[src/hw/rtl/ffba_pkg.sv]
// Shared types, codes and constants of the first-fit block allocator.
// No dependencies; every other file but ffba_ram takes names from here by scope.
`timescale 1ns / 1ps

package ffba_pkg;

   localparam int POOL_BLOCKS_DEFAULT = 1024;
   localparam int CNT_W   = 11;   // block_count and realtime_reserve width
   localparam int FSTART_W = 10;  // free_start width
   localparam int START_W = 10;   // base_block width

   localparam logic [CNT_W-1:0] RESERVE_RESET = 11'd64;

   localparam logic FUNC_ALLOC = 1'b0;
   localparam logic FUNC_FREE  = 1'b1;

   localparam logic [1:0] STATUS_OK      = 2'd0;
   localparam logic [1:0] STATUS_NO_ROOM = 2'd1;
   localparam logic [1:0] STATUS_BAD     = 2'd2;

   typedef struct packed {
      logic                func;
      logic                realtime_req;
      logic [CNT_W-1:0]    block_count;
      logic [FSTART_W-1:0] free_start;
   } req_type;

   typedef struct packed {
      logic [1:0]         status;
      logic [START_W-1:0] base_block;
   } rsp_type;

   // Control from the sequencer to the run-length unit.
   typedef struct packed {
      logic clear;
      logic step;
      logic used;
   } run_ctl_type;

   typedef enum logic [2:0] {
      ST_CLEAR,
      ST_IDLE,
      ST_FREE,
      ST_SCAN,
      ST_MARK,
      ST_DONE
   } state_type;

endpackage

[src/hw/rtl/ffba_ram.sv]
// Generic single-write, single-read RAM with registered read data.
// No dependencies.
`timescale 1ns / 1ps

module ffba_ram #(
   parameter int WIDTH = 1,
   parameter int DEPTH = 1024
) (
   input  logic                     clock,
   input  logic                     wr_en,
   input  logic [$clog2(DEPTH)-1:0] wr_addr,
   input  logic [WIDTH-1:0]         wr_data,
   input  logic                     rd_en,
   input  logic [$clog2(DEPTH)-1:0] rd_addr,
   output logic [WIDTH-1:0]         rd_data
);

   logic [WIDTH-1:0] mem [DEPTH];
   logic [WIDTH-1:0] rd_data_ff;

   always_ff @(posedge clock) begin
      if (wr_en) begin
         mem[wr_addr] <= wr_data;
      end
      if (rd_en) begin
         rd_data_ff <= mem[rd_addr];
      end
   end

   assign rd_data = rd_data_ff;

endmodule

[src/hw/rtl/ffba_run_unit.sv]
// Free-run length counter with match against the requested block count.
// Depends on ffba_pkg.
`timescale 1ns / 1ps

module ffba_run_unit (
   input  logic                      clock,
   input  ffba_pkg::run_ctl_type     ctl,
   input  logic [ffba_pkg::CNT_W-1:0] count,
   output logic                      hit
);

   logic [ffba_pkg::CNT_W-1:0] run_ff;
   logic [ffba_pkg::CNT_W-1:0] run_in;
   logic [ffba_pkg::CNT_W:0]   run_inc;

   assign run_inc = {1'b0, run_ff} + 1'b1;
   assign hit     = ctl.step && !ctl.used && (run_inc == {1'b0, count});

   always_comb begin
      run_in = run_ff;
      if (ctl.clear) begin
         run_in = '0;
      end else if (ctl.step) begin
         run_in = ctl.used ? '0 : run_inc[ffba_pkg::CNT_W-1:0];
      end
   end

   always_ff @(posedge clock) begin
      run_ff <= run_in;
   end

endmodule

[src/hw/rtl/ffba_ctrl.sv]
// Sequencer: clearing pass, free sweep, first-fit scan and mark sweep.
// Depends on ffba_pkg; drives the bitmap RAM and the run-length unit.
`timescale 1ns / 1ps

module ffba_ctrl #(
   parameter int POOL_BLOCKS = ffba_pkg::POOL_BLOCKS_DEFAULT
) (
   input  logic                        clock,
   input  logic                        reset,
   input  logic                        req_valid,
   output logic                        req_ready,
   input  ffba_pkg::req_type           req_data,
   input  logic [ffba_pkg::CNT_W-1:0]  reserve,
   output logic                        wr_en,
   output logic [$clog2(POOL_BLOCKS)-1:0] wr_addr,
   output logic                        wr_data,
   output logic                        rd_en,
   output logic [$clog2(POOL_BLOCKS)-1:0] rd_addr,
   input  logic                        rd_data,
   output ffba_pkg::run_ctl_type       run_ctl,
   output logic [ffba_pkg::CNT_W-1:0]  run_count,
   input  logic                        run_hit,
   output logic                        res_valid,
   input  logic                        res_take,
   output ffba_pkg::rsp_type           res_data
);

   localparam int IDX_W = $clog2(POOL_BLOCKS);
   localparam int PTR_W = $clog2(POOL_BLOCKS + 1);
   localparam int SUM_W = (PTR_W > ffba_pkg::CNT_W + 1) ? PTR_W : ffba_pkg::CNT_W + 1;
   localparam logic [PTR_W-1:0] POOL_PTR = PTR_W'(POOL_BLOCKS);
   localparam logic [IDX_W-1:0] LAST_IDX = IDX_W'(POOL_BLOCKS - 1);
   localparam logic [SUM_W-1:0] POOL_SUM = SUM_W'(POOL_BLOCKS);

   ffba_pkg::state_type state_ff, state_in;
   logic [PTR_W-1:0]    scan_ff, scan_in;
   logic [PTR_W-1:0]    hi_ff, hi_in;
   logic [IDX_W-1:0]    chk_ff, chk_in;
   logic                pend_ff, pend_in;
   logic [IDX_W-1:0]    ptr_ff, ptr_in;
   logic [ffba_pkg::CNT_W-1:0] left_ff, left_in;
   logic [ffba_pkg::CNT_W-1:0] cnt_ff, cnt_in;
   logic [1:0]          status_ff, status_in;
   logic [ffba_pkg::START_W-1:0] start_ff, start_in;

   logic [SUM_W-1:0] free_end;
   logic [SUM_W-1:0] count_sum;
   logic [PTR_W-1:0] res_sat;
   logic [PTR_W-1:0] low_top;
   logic [PTR_W-1:0] run_start;

   assign count_sum = SUM_W'(req_data.block_count);
   assign free_end  = SUM_W'(req_data.free_start) + count_sum;
   assign res_sat   = (SUM_W'(reserve) > POOL_SUM) ? POOL_PTR : PTR_W'(reserve);
   assign low_top   = POOL_PTR - res_sat;
   assign run_start = PTR_W'(chk_ff) + PTR_W'(1) - PTR_W'(cnt_ff);

   assign run_count = cnt_ff;
   assign req_ready = (state_ff == ffba_pkg::ST_IDLE);
   assign res_valid = (state_ff == ffba_pkg::ST_DONE);
   assign res_data  = '{status: status_ff, base_block: start_ff};

   always_comb begin
      state_in  = state_ff;
      scan_in   = scan_ff;
      hi_in     = hi_ff;
      chk_in    = chk_ff;
      pend_in   = pend_ff;
      ptr_in    = ptr_ff;
      left_in   = left_ff;
      cnt_in    = cnt_ff;
      status_in = status_ff;
      start_in  = start_ff;
      wr_en     = 1'b0;
      wr_addr   = ptr_ff;
      wr_data   = 1'b0;
      rd_en     = 1'b0;
      rd_addr   = IDX_W'(scan_ff);
      run_ctl   = '{clear: 1'b0, step: 1'b0, used: rd_data};

      case (state_ff)
         ffba_pkg::ST_CLEAR: begin
            wr_en  = 1'b1;
            ptr_in = ptr_ff + 1'b1;
            if (ptr_ff == LAST_IDX) begin
               state_in = ffba_pkg::ST_IDLE;
            end
         end
         ffba_pkg::ST_IDLE: begin
            if (req_valid) begin
               status_in = ffba_pkg::STATUS_OK;
               start_in  = '0;
               cnt_in    = req_data.block_count;
               left_in   = req_data.block_count;
               ptr_in    = IDX_W'(req_data.free_start);
               if (req_data.func == ffba_pkg::FUNC_FREE) begin
                  if (free_end > POOL_SUM) begin
                     status_in = ffba_pkg::STATUS_BAD;
                     state_in  = ffba_pkg::ST_DONE;
                  end else if (req_data.block_count == '0) begin
                     state_in = ffba_pkg::ST_DONE;
                  end else begin
                     state_in = ffba_pkg::ST_FREE;
                  end
               end else if (req_data.block_count == '0 || count_sum > POOL_SUM) begin
                  status_in = ffba_pkg::STATUS_BAD;
                  state_in  = ffba_pkg::ST_DONE;
               end else begin
                  run_ctl.clear = 1'b1;
                  pend_in       = 1'b0;
                  scan_in       = req_data.realtime_req ? low_top : '0;
                  hi_in         = req_data.realtime_req ? POOL_PTR : low_top;
                  state_in      = ffba_pkg::ST_SCAN;
               end
            end
         end
         ffba_pkg::ST_FREE, ffba_pkg::ST_MARK: begin
            wr_en   = 1'b1;
            wr_data = (state_ff == ffba_pkg::ST_MARK);
            ptr_in  = ptr_ff + 1'b1;
            left_in = left_ff - 1'b1;
            if (left_ff == ffba_pkg::CNT_W'(1)) begin
               state_in = ffba_pkg::ST_DONE;
            end
         end
         ffba_pkg::ST_SCAN: begin
            run_ctl.step = pend_ff;
            if (run_hit) begin
               // first fit found: mark it from its start
               ptr_in    = IDX_W'(run_start);
               left_in   = cnt_ff;
               start_in  = ffba_pkg::START_W'(run_start);
               status_in = ffba_pkg::STATUS_OK;
               pend_in   = 1'b0;
               state_in  = ffba_pkg::ST_MARK;
            end else if (scan_ff < hi_ff) begin
               rd_en   = 1'b1;
               pend_in = 1'b1;
               chk_in  = IDX_W'(scan_ff);
               scan_in = scan_ff + 1'b1;
            end else if (!pend_ff) begin
               status_in = ffba_pkg::STATUS_NO_ROOM;
               start_in  = '0;
               state_in  = ffba_pkg::ST_DONE;
            end else begin
               pend_in = 1'b0;
            end
         end
         ffba_pkg::ST_DONE: begin
            if (res_take) begin
               state_in = ffba_pkg::ST_IDLE;
            end
         end
         default: begin
            state_in = ffba_pkg::ST_IDLE;
         end
      endcase
   end

   always_ff @(posedge clock) begin
      if (reset) begin
         state_ff <= ffba_pkg::ST_CLEAR;
         ptr_ff   <= '0;
         pend_ff  <= 1'b0;
      end else begin
         state_ff <= state_in;
         ptr_ff   <= ptr_in;
         pend_ff  <= pend_in;
      end
      scan_ff   <= scan_in;
      hi_ff     <= hi_in;
      chk_ff    <= chk_in;
      left_ff   <= left_in;
      cnt_ff    <= cnt_in;
      status_ff <= status_in;
      start_ff  <= start_in;
   end

endmodule

[src/hw/rtl/first_fit_block_allocator.sv]
// First-fit contiguous block allocator over a POOL_BLOCKS-entry bitmap RAM.
// An allocate scans its region and then marks the run that it found; a free clears its
// blocks; a bad request or a free of zero blocks goes straight to the result.
// At most one bitmap read per scan cycle and one write per mark/free cycle; one item at a time.
// Reset (synchronous, active high) runs a clearing pass that frees every block;
// requests wait for it, configuration writes do not.
`timescale 1ns / 1ps

module first_fit_block_allocator #(
   parameter int POOL_BLOCKS = ffba_pkg::POOL_BLOCKS_DEFAULT
) (
   input  logic                       clock,
   input  logic                       reset,
   input  logic                       req_valid,
   output logic                       req_ready,
   input  ffba_pkg::req_type          req_data,
   output logic                       rsp_valid,
   input  logic                       rsp_ready,
   output ffba_pkg::rsp_type          rsp_data,
   input  logic                       csr_wr_en,
   input  logic [ffba_pkg::CNT_W-1:0] csr_wr_data
);

   localparam int IDX_W = $clog2(POOL_BLOCKS);

   // Realtime reserve register: number of top blocks kept for realtime requests.
   logic [ffba_pkg::CNT_W-1:0] reserve_ff, reserve_in;

   // Output register: holds a finished result until its transfer, so the
   // sequencer can take the next request meanwhile.
   logic              rsp_valid_ff, rsp_valid_in;
   ffba_pkg::rsp_type rsp_data_ff, rsp_data_in;

   logic             wr_en;
   logic [IDX_W-1:0] wr_addr;
   logic             wr_data;
   logic             rd_en;
   logic [IDX_W-1:0] rd_addr;
   logic             rd_data;

   ffba_pkg::run_ctl_type      run_ctl;
   logic [ffba_pkg::CNT_W-1:0] run_count;
   logic                       run_hit;

   logic              res_valid;
   logic              res_take;
   ffba_pkg::rsp_type res_data;

   // The output slot is free when empty or being drained this cycle.
   assign res_take = !rsp_valid_ff || rsp_ready;

   always_comb begin
      reserve_in = csr_wr_en ? csr_wr_data : reserve_ff;

      rsp_valid_in = rsp_valid_ff;
      rsp_data_in  = rsp_data_ff;
      if (res_valid && res_take) begin
         // load a fresh result into the slot
         rsp_valid_in = 1'b1;
         rsp_data_in  = res_data;
      end else if (rsp_ready) begin
         // drop the result once its transfer completes
         rsp_valid_in = 1'b0;
      end
   end

   always_ff @(posedge clock) begin
      if (reset) begin
         reserve_ff   <= ffba_pkg::RESERVE_RESET;
         rsp_valid_ff <= 1'b0;
      end else begin
         reserve_ff   <= reserve_in;
         rsp_valid_ff <= rsp_valid_in;
      end
      rsp_data_ff <= rsp_data_in;
   end

   assign rsp_valid = rsp_valid_ff;
   assign rsp_data  = rsp_data_ff;

   // Sequencer: clearing pass, free sweep, first-fit scan, mark sweep.
   ffba_ctrl #(
      .POOL_BLOCKS (POOL_BLOCKS)
   ) u_ctrl (
      .clock     (clock),
      .reset     (reset),
      .req_valid (req_valid),
      .req_ready (req_ready),
      .req_data  (req_data),
      .reserve   (reserve_ff),
      .wr_en     (wr_en),
      .wr_addr   (wr_addr),
      .wr_data   (wr_data),
      .rd_en     (rd_en),
      .rd_addr   (rd_addr),
      .rd_data   (rd_data),
      .run_ctl   (run_ctl),
      .run_count (run_count),
      .run_hit   (run_hit),
      .res_valid (res_valid),
      .res_take  (res_take),
      .res_data  (res_data)
   );

   // Run-length counter: one bitmap bit per scan cycle in which a read is pending.
   ffba_run_unit u_run (
      .clock (clock),
      .ctl   (run_ctl),
      .count (run_count),
      .hit   (run_hit)
   );

   // Used/free bitmap, one bit per block.
   ffba_ram #(
      .WIDTH (1),
      .DEPTH (POOL_BLOCKS)
   ) u_bitmap (
      .clock   (clock),
      .wr_en   (wr_en),
      .wr_addr (wr_addr),
      .wr_data (wr_data),
      .rd_en   (rd_en),
      .rd_addr (rd_addr),
      .rd_data (rd_data)
   );

endmodule
[config.mk]
export PLATFORM = sky130hd
export DESIGN_NAME = first_fit_block_allocator
export DESIGN_NICKNAME = d
export VERILOG_FILES = /design/src/hw/rtl/ffba_pkg.sv /design/src/hw/rtl/ffba_ram.sv /design/src/hw/rtl/ffba_run_unit.sv /design/src/hw/rtl/ffba_ctrl.sv /design/src/hw/rtl/first_fit_block_allocator.sv
export SDC_FILE = /design/constraint.sdc
export NUM_CORES = 2
export LEC_CHECK = 0
export BUFFER_PORTS_ARGS = -buffer_cell sky130_fd_sc_hd__buf_2
export CORE_MARGIN = 1.5
export CORE_UTILIZATION = 53
export CTS_CLUSTER_DIAMETER = 200
export DETAILED_ROUTE_END_ITERATION = 10
export PLACE_DENSITY = 0.69
export RECOVER_POWER = 25
export SLEW_MARGIN = 10
export SYNTH_ARGS = -nofsm -noshare
export SYNTH_HDL_FRONTEND = slang
export SYNTH_SLANG_ARGS = --single-unit
export TNS_END_PERCENT = 10
[constraint.sdc]
create_clock -name clock -period 34.8 [get_ports clock]
set_input_delay 1.74 -clock clock [delete_from_list [all_inputs] [get_ports clock]]
set_output_delay 1.74 -clock clock [all_outputs]
set_load 0.01 [all_outputs]
# Word-level counts from Yosys, hierarchy flattened
# Memories as Yosys holds them, arrays and structs flattened. A register that Yosys moved wholly into a read port is not among the register bits.
# Index checks and enable logic that the tools add are counted.
[word_totals]
elab_cells = 132
output_inout_bits = 14
ram_bits = 1024
n_memories = 1
inputBits = 39
register_bits = 115
[op_classes]
order_cmp = 4
mux = 58
reduce_logical = 24
n_addsub = 8
eq_ne = 19
bitwise_logic = 3
[mem_list]
columns = ["memory", "depth", "width", "rd", "rd_clocked_by_memory_dff", "write_ports", "line", "text"]
rows = [
  ["u_bitmap.mem", 1024, 1, 1, 1, 1, "ffba_ram.sv:18", "logic [WIDTH-1:0] mem [DEPTH];"],
]
[op_table]
columns = ["cell", "n"]
rows = [
  ["11-bit 2-to-1 mux", 10],
  ["10-bit 2-to-1 mux", 6],
  ["3-bit 2-to-1 mux", 11],
  ["11-bit case mux with 3 select lines", 1],
  ["10-bit case mux with 3 select lines", 1],
  ["11-bit greater-than comparator (second input constant)", 2],
  ["11-bit case mux with 2 select lines", 1],
  ["10-bit by 1-bit adder with 10-bit output (second input constant)", 2],
  ["10-bit case mux with 2 select lines", 1],
  ["1-bit 2-to-1 mux", 17],
  ["3-bit case mux with 5 select lines", 1],
  ["2-bit 2-to-1 mux", 7],
  ["10-bit by 11-bit adder with 12-bit output", 1],
  ["11-bit by 1-bit adder with 12-bit output (second input constant)", 1],
  ["12-bit by 11-bit == test with 1-bit output", 1],
  ["12-bit by 11-bit greater-than comparator with 1-bit output (second input constant)", 1],
  ["4-bit AND reduction", 3],
  ["6-bit AND reduction", 2],
  ["11-bit by 1-bit adder with 11-bit output (second input constant)", 1],
  ["11-bit by 1-bit == test with 1-bit output (second input constant)", 1],
  ["11-bit zero test", 1],
  ["11-bit less-than comparator", 1],
  ["11-bit by 1-bit subtractor with 11-bit output (second input constant)", 1],
  ["11-bit subtractor (first input constant)", 1],
  ["21 further kinds", 41],
]

# Longest topological paths before layout
[depth]
depth_word = 8
mapped_depth = 15
depth_no_buf = 15

# Cells and area by module
# Synthesis repeated with hierarchy kept, for this count alone.
[unflattened]
cells_unflattened = 3862
area_unflattened_um2 = 51790.9
[by_module_without_submodules]
columns = ["mod", "n_inst", "seq_area_each_um2", "area_per_inst_um2", "cells_each"]
rows = [
  ["ffba_ram", 1, 30779.5, 44666.6, 3112],
  ["ffba_ctrl", 1, 2262.2, 5490.3, 585],
  ["ffba_run_unit", 1, 220.2, 843.3, 113],
  ["first_fit_block_allocator", 1, 600.6, 790.8, 52],
]

# Worst setup path after synthesis
# OpenSTA, ideal clock, no wires.
[synth_path]
path_type = "register to register"
start = "reg u_ctrl.state_ff[1]"
end = "mem u_bitmap.mem[0] (data pin)"
setup_slack_ps = 5504
path_buffers = 2
setup_ps = 4958
required_ps = 29842
path_stages_with_launch = 5
synth_period_minus_slack_ps = 29296
arrival_ps = 24338
cell_sequence = "dfxtp_1 clkbuf_1 clkbuf_1 nand2b_1 nor2_1"
[synth_via]
elab_chain_len = 3
elab_cells_between_ends = 4
classes_between = "eq/ne: 2; mux: 1; reduce/logical: 1"
[synth_lines]
columns = ["element", "line", "text"]
rows = [
  ["from (decl)", "ffba_ctrl.sv:35", "ffba_pkg::state_type state_ff, state_in;"],
  ["from (signal assigned)", "ffba_ctrl.sv:162", "state_ff <= ffba_pkg::ST_CLEAR;"],
  ["from (signal assigned)", "ffba_ctrl.sv:166", "state_ff <= state_in;"],
  ["3-bit by 2-bit == test with 1-bit output / 3-bit == test (equally long branches)", "ffba_ctrl.sv:81, ffba_ctrl.sv:119", ""],
  ["2-bit OR reduction", "ffba_ctrl.sv:81", "case (state_ff)"],
  ["1-bit 2-to-1 mux (*)", "ffba_ctrl.sv:81", ""],
  ["via u_bitmap.wr_data", "ffba_ram.sv:12", "input logic [WIDTH-1:0] wr_data,"],
  ["to (decl)", "ffba_ram.sv:18", ""],
]
# Mark *: on every way through the listed nets, which the timed path passes. The rest lies on a longest branch.

# Final worst setup path
[layout_path]
start = "reg u_ctrl.state_ff[2]"
end = "mem u_bitmap.mem[292] (data pin)"
# Same word-level chain as after synthesis.

==> results.json <==
{
  "gr-usage-met3_pct": 4.907,
  "yosysTopAreaCell": "edfxtp_1",
  "dp_hpwl_um": 73080,
  "clock_path_buffers": 3,
  "slew_violations": 1156,
  "synth_area_per_cell_sq_um": 13.26,
  "antenna_found_initial": 5,
  "finalSetupViolations": 0,
  "power_frac_comb_pct": 1.9,
  "ant_nets": 0,
  "row_count": 114,
  "cts.clk_slew.worst_paths_ns": 0.06,
  "switching_share_pct": 20.55,
  "synth_edf_count": 1103,
  "crit_path_max_fanout": 278,
  "use_met2_pct": 43.96,
  "fp.coreArea_sq_mm": 0.09642,
  "drive_gt1_share_pct": 12.71,
  "ir_drop_uv": 39.67,
  "grt_first_pass_wirelength_um": 202300,
  "fin_worst_skew_ns": 0.02256,
  "gr-usage-all-layers_pct": 27.86,
  "grt_max_degree": 279,
  "cts-root-buf": "clkbuf_16",
  "final_core_util_pct": 58.16,
  "vias": 32840,
  "synthCells": 3885,
  "ys_top_cells_by_count": "nor2_1 (1122), edfxtp_1 (1103), clkbuf_1 (239), mux4_2 (195), mux2i_1 (179)",
  "fmaxAchievable_mhz": 90.36,
  "dieArea_sq_mm": 0.09905,
  "outcome": "complete, but fails checks",
  "gp_congestion": 0.8497,
  "clock_latency_ns": 0.70,
  "power.leakage_nw": 17.56,
  "grt_pass1_vias": 31000,
  "p_per_area_mw_per_mm2": 48.70,
  "finalInstanceArea_sq_mm": 0.05608,
  "ys_types": 74,
  "cts_hold_buf": 0,
  "cts_buffers": 115,
  "post-route-period-util_pct": 31.80,
  "syn_to_final_growth_pct": 8.902,
  "postCtsSetupRepairBufs": 0,
  "failed_checks": "capacitance limit, slew limit",
  "criticalPathCategory": "reg2reg",
  "async_flop_share_pct": 0,
  "power_switching_w": 0.0005611,
  "synthTopCellsByArea": "edfxtp_1 (64%), mux4_2 (8.5%), nor2_1 (8.2%)",
  "synth_top_area_share_pct": 64.31,
  "drt_iter0_markers": 4304,
  "rsz0062_at_grt": "no",
  "die_w_um": 314.7,
  "yosysWarnings": 0,
  "critPathCaptureType": "register",
  "setup.worst_path.start_class": "register",
  "port_buffers": 52,
  "place_area_sq_mm": 0.05264,
  "synth_nets": 3972,
  "arrival_ns": 11.41,
  "yosysMostFrequentCell": "nor2_1",
  "drc_errors": 0,
  "viasPerCell": 6.379,
  "syn_area_sq_mm": 0.05150,
  "internal_power_w": 0.002170,
  "cts_tree": "built",
  "hold_class": "reg2reg",
  "die_y_um": 314.7,
  "power_frac_clock_pct": 43.7,
  "wirelength_um": 138200,
  "busiest_layer": "met2",
  "nets": 3859,
  "htree_levels": 3,
  "seq_power_share_pct": 54.4,
  "use_met1_pct": 39.04,
  "cap_violations": 25,
  "io_pins": 53,
  "cts_resized": 0,
  "synthFlopType": "edfxtp_1",
  "overflow": 0,
  "synth_seq_cells": 1140,
  "fin_setup_tns_ns": 0,
  "hold_viol": 0,
  "initial_core_util_pct": 53.41,
  "drt_pass1_iterations": 7,
  "yosysSeqAreaShare_pct": 65.75,
  "min_period_ns": 11.07,
  "clock-sinks": 1140,
  "max-slew-margin-rel_pct": -628.7,
  "wl_per_cell_um": 26.85,
  "tightest_slew_ns": 10.93,
  "worstPathRequired_ns": 35.15,
  "power.total_w": 0.002731,
  "diodes": 0,
  "r2r_slack_ns": 23.73
}
-- state kept, by name, indices dropped and copies added (netlist names), 11 cells and up --
name	cells
u_run.run_ff	11
u_ctrl.scan_ff	11
u_bitmap.mem	1024
u_ctrl.hi_ff	11
reserve_ff	11
u_ctrl.run_count	11
rsp_data	12
u_ctrl.left_ff	11
-- layout by cell type (no fill, tap or decap), types with 52 or more instances in the layout --
master     synthesis  routed
a21oi_1           70      69
clkbuf_1         239      66
clkbuf_16          0     119
edfxtp_1        1103    1103
mux2i_1          179     179
mux4_2           195     195
nand2_1          126     125
nand3_1           68      52
nor2_1          1122    1120
o21ai_0           75      75
o22ai_1           58      58
-- power groups by stage --
| stage | Combinational (W) | Clock [W] | Sequential [W] |
|---|---|---|---|
| 2_1_floorplan | 0.0000309 | 0 | 0.00151 |
| 3_3_place_gp | 0.0000507 | 0 | 0.00152 |
| 3_5_place_dp | 0.0000514 | 0 | 0.00152 |
| 4_1_cts | 0.0000515 | 0.00120 | 0.00149 |
| 5_1_grt | 0.0000556 | 0.00125 | 0.00149 |
| 6_report | 0.0000518 | 0.00119 | 0.00149 |
-- critical path, cell delays in order (launching register included) --
cell and delay, ns:
dfxtp_1 0.86, nand2b_1 0.34, nor2_4 0.14, clkbuf_1 7.39
buf_4 1.63
-- per-layer routing --
layer	vias up	part of all wire, %
met5	-	0.088
met4	8	4.1
met3	302	11
met1	16610	38
li1	14050	-
met2	1864	47
-- kinds of logic (layout without fill, tap and decap cells) --
| family | Yosys count | count (layout) | share of synthesized area [%] |
|---|---|---|---|
| AOI/OAI and AO/OA | 372 | 372 | 4.801 |
| xor gates and xnor gates | 53 | 53 | 0.9014 |
| adders and majority gates | 48 | 48 | 1.195 |
| buffers and inverters | 399 | 386 | 3.243 |
| DFF | 1140 | 1140 | 65.75 |
| muxes | 378 | 378 | 12.09 |
| and+or+nand+nor | 1495 | 1495 | 12.01 |
-- through the flow --
stage / instances / setup WS [ns] / hold slack, ns
after floorplan: 3885 / 5.504 / 0.4003
after global placement: 4931 / 29.74 / 0.4025
after detailed placement: 4931 / 29.72 / 0.4075
after CTS: 5148 / 29.71 / 0.4221
after global routing: 5148 / 23.04 / 0.4251
final: 5148 / 23.73 / 0.4200
-- cell type report --
type / instances / area, sq um
Fill cell: 7651 / 40340
Sequential cell: 1140 / 33860
Multi-Input combinational cell: 2346 / 16140
Clock buffer: 141 / 3080
Tap cell: 1276 / 1597
Timing Repair Buffer: 124 / 685.7
Clock inverter: 76 / 545.5
Inverter: 45 / 168.9
-- final timing paths --
check             cells after the start           endpoint                from
setup / recovery                      4  u_bitmap.mem[292]  u_ctrl.state_ff[2]
hold / removal                        0        rsp_data[2]  u_ctrl.start_ff[2]
setup reg to reg                      4  u_bitmap.mem[292]  u_ctrl.state_ff[2]
hold reg to reg                       0        rsp_data[2]  u_ctrl.start_ff[2]
Power figures use the tool's default switching activity.
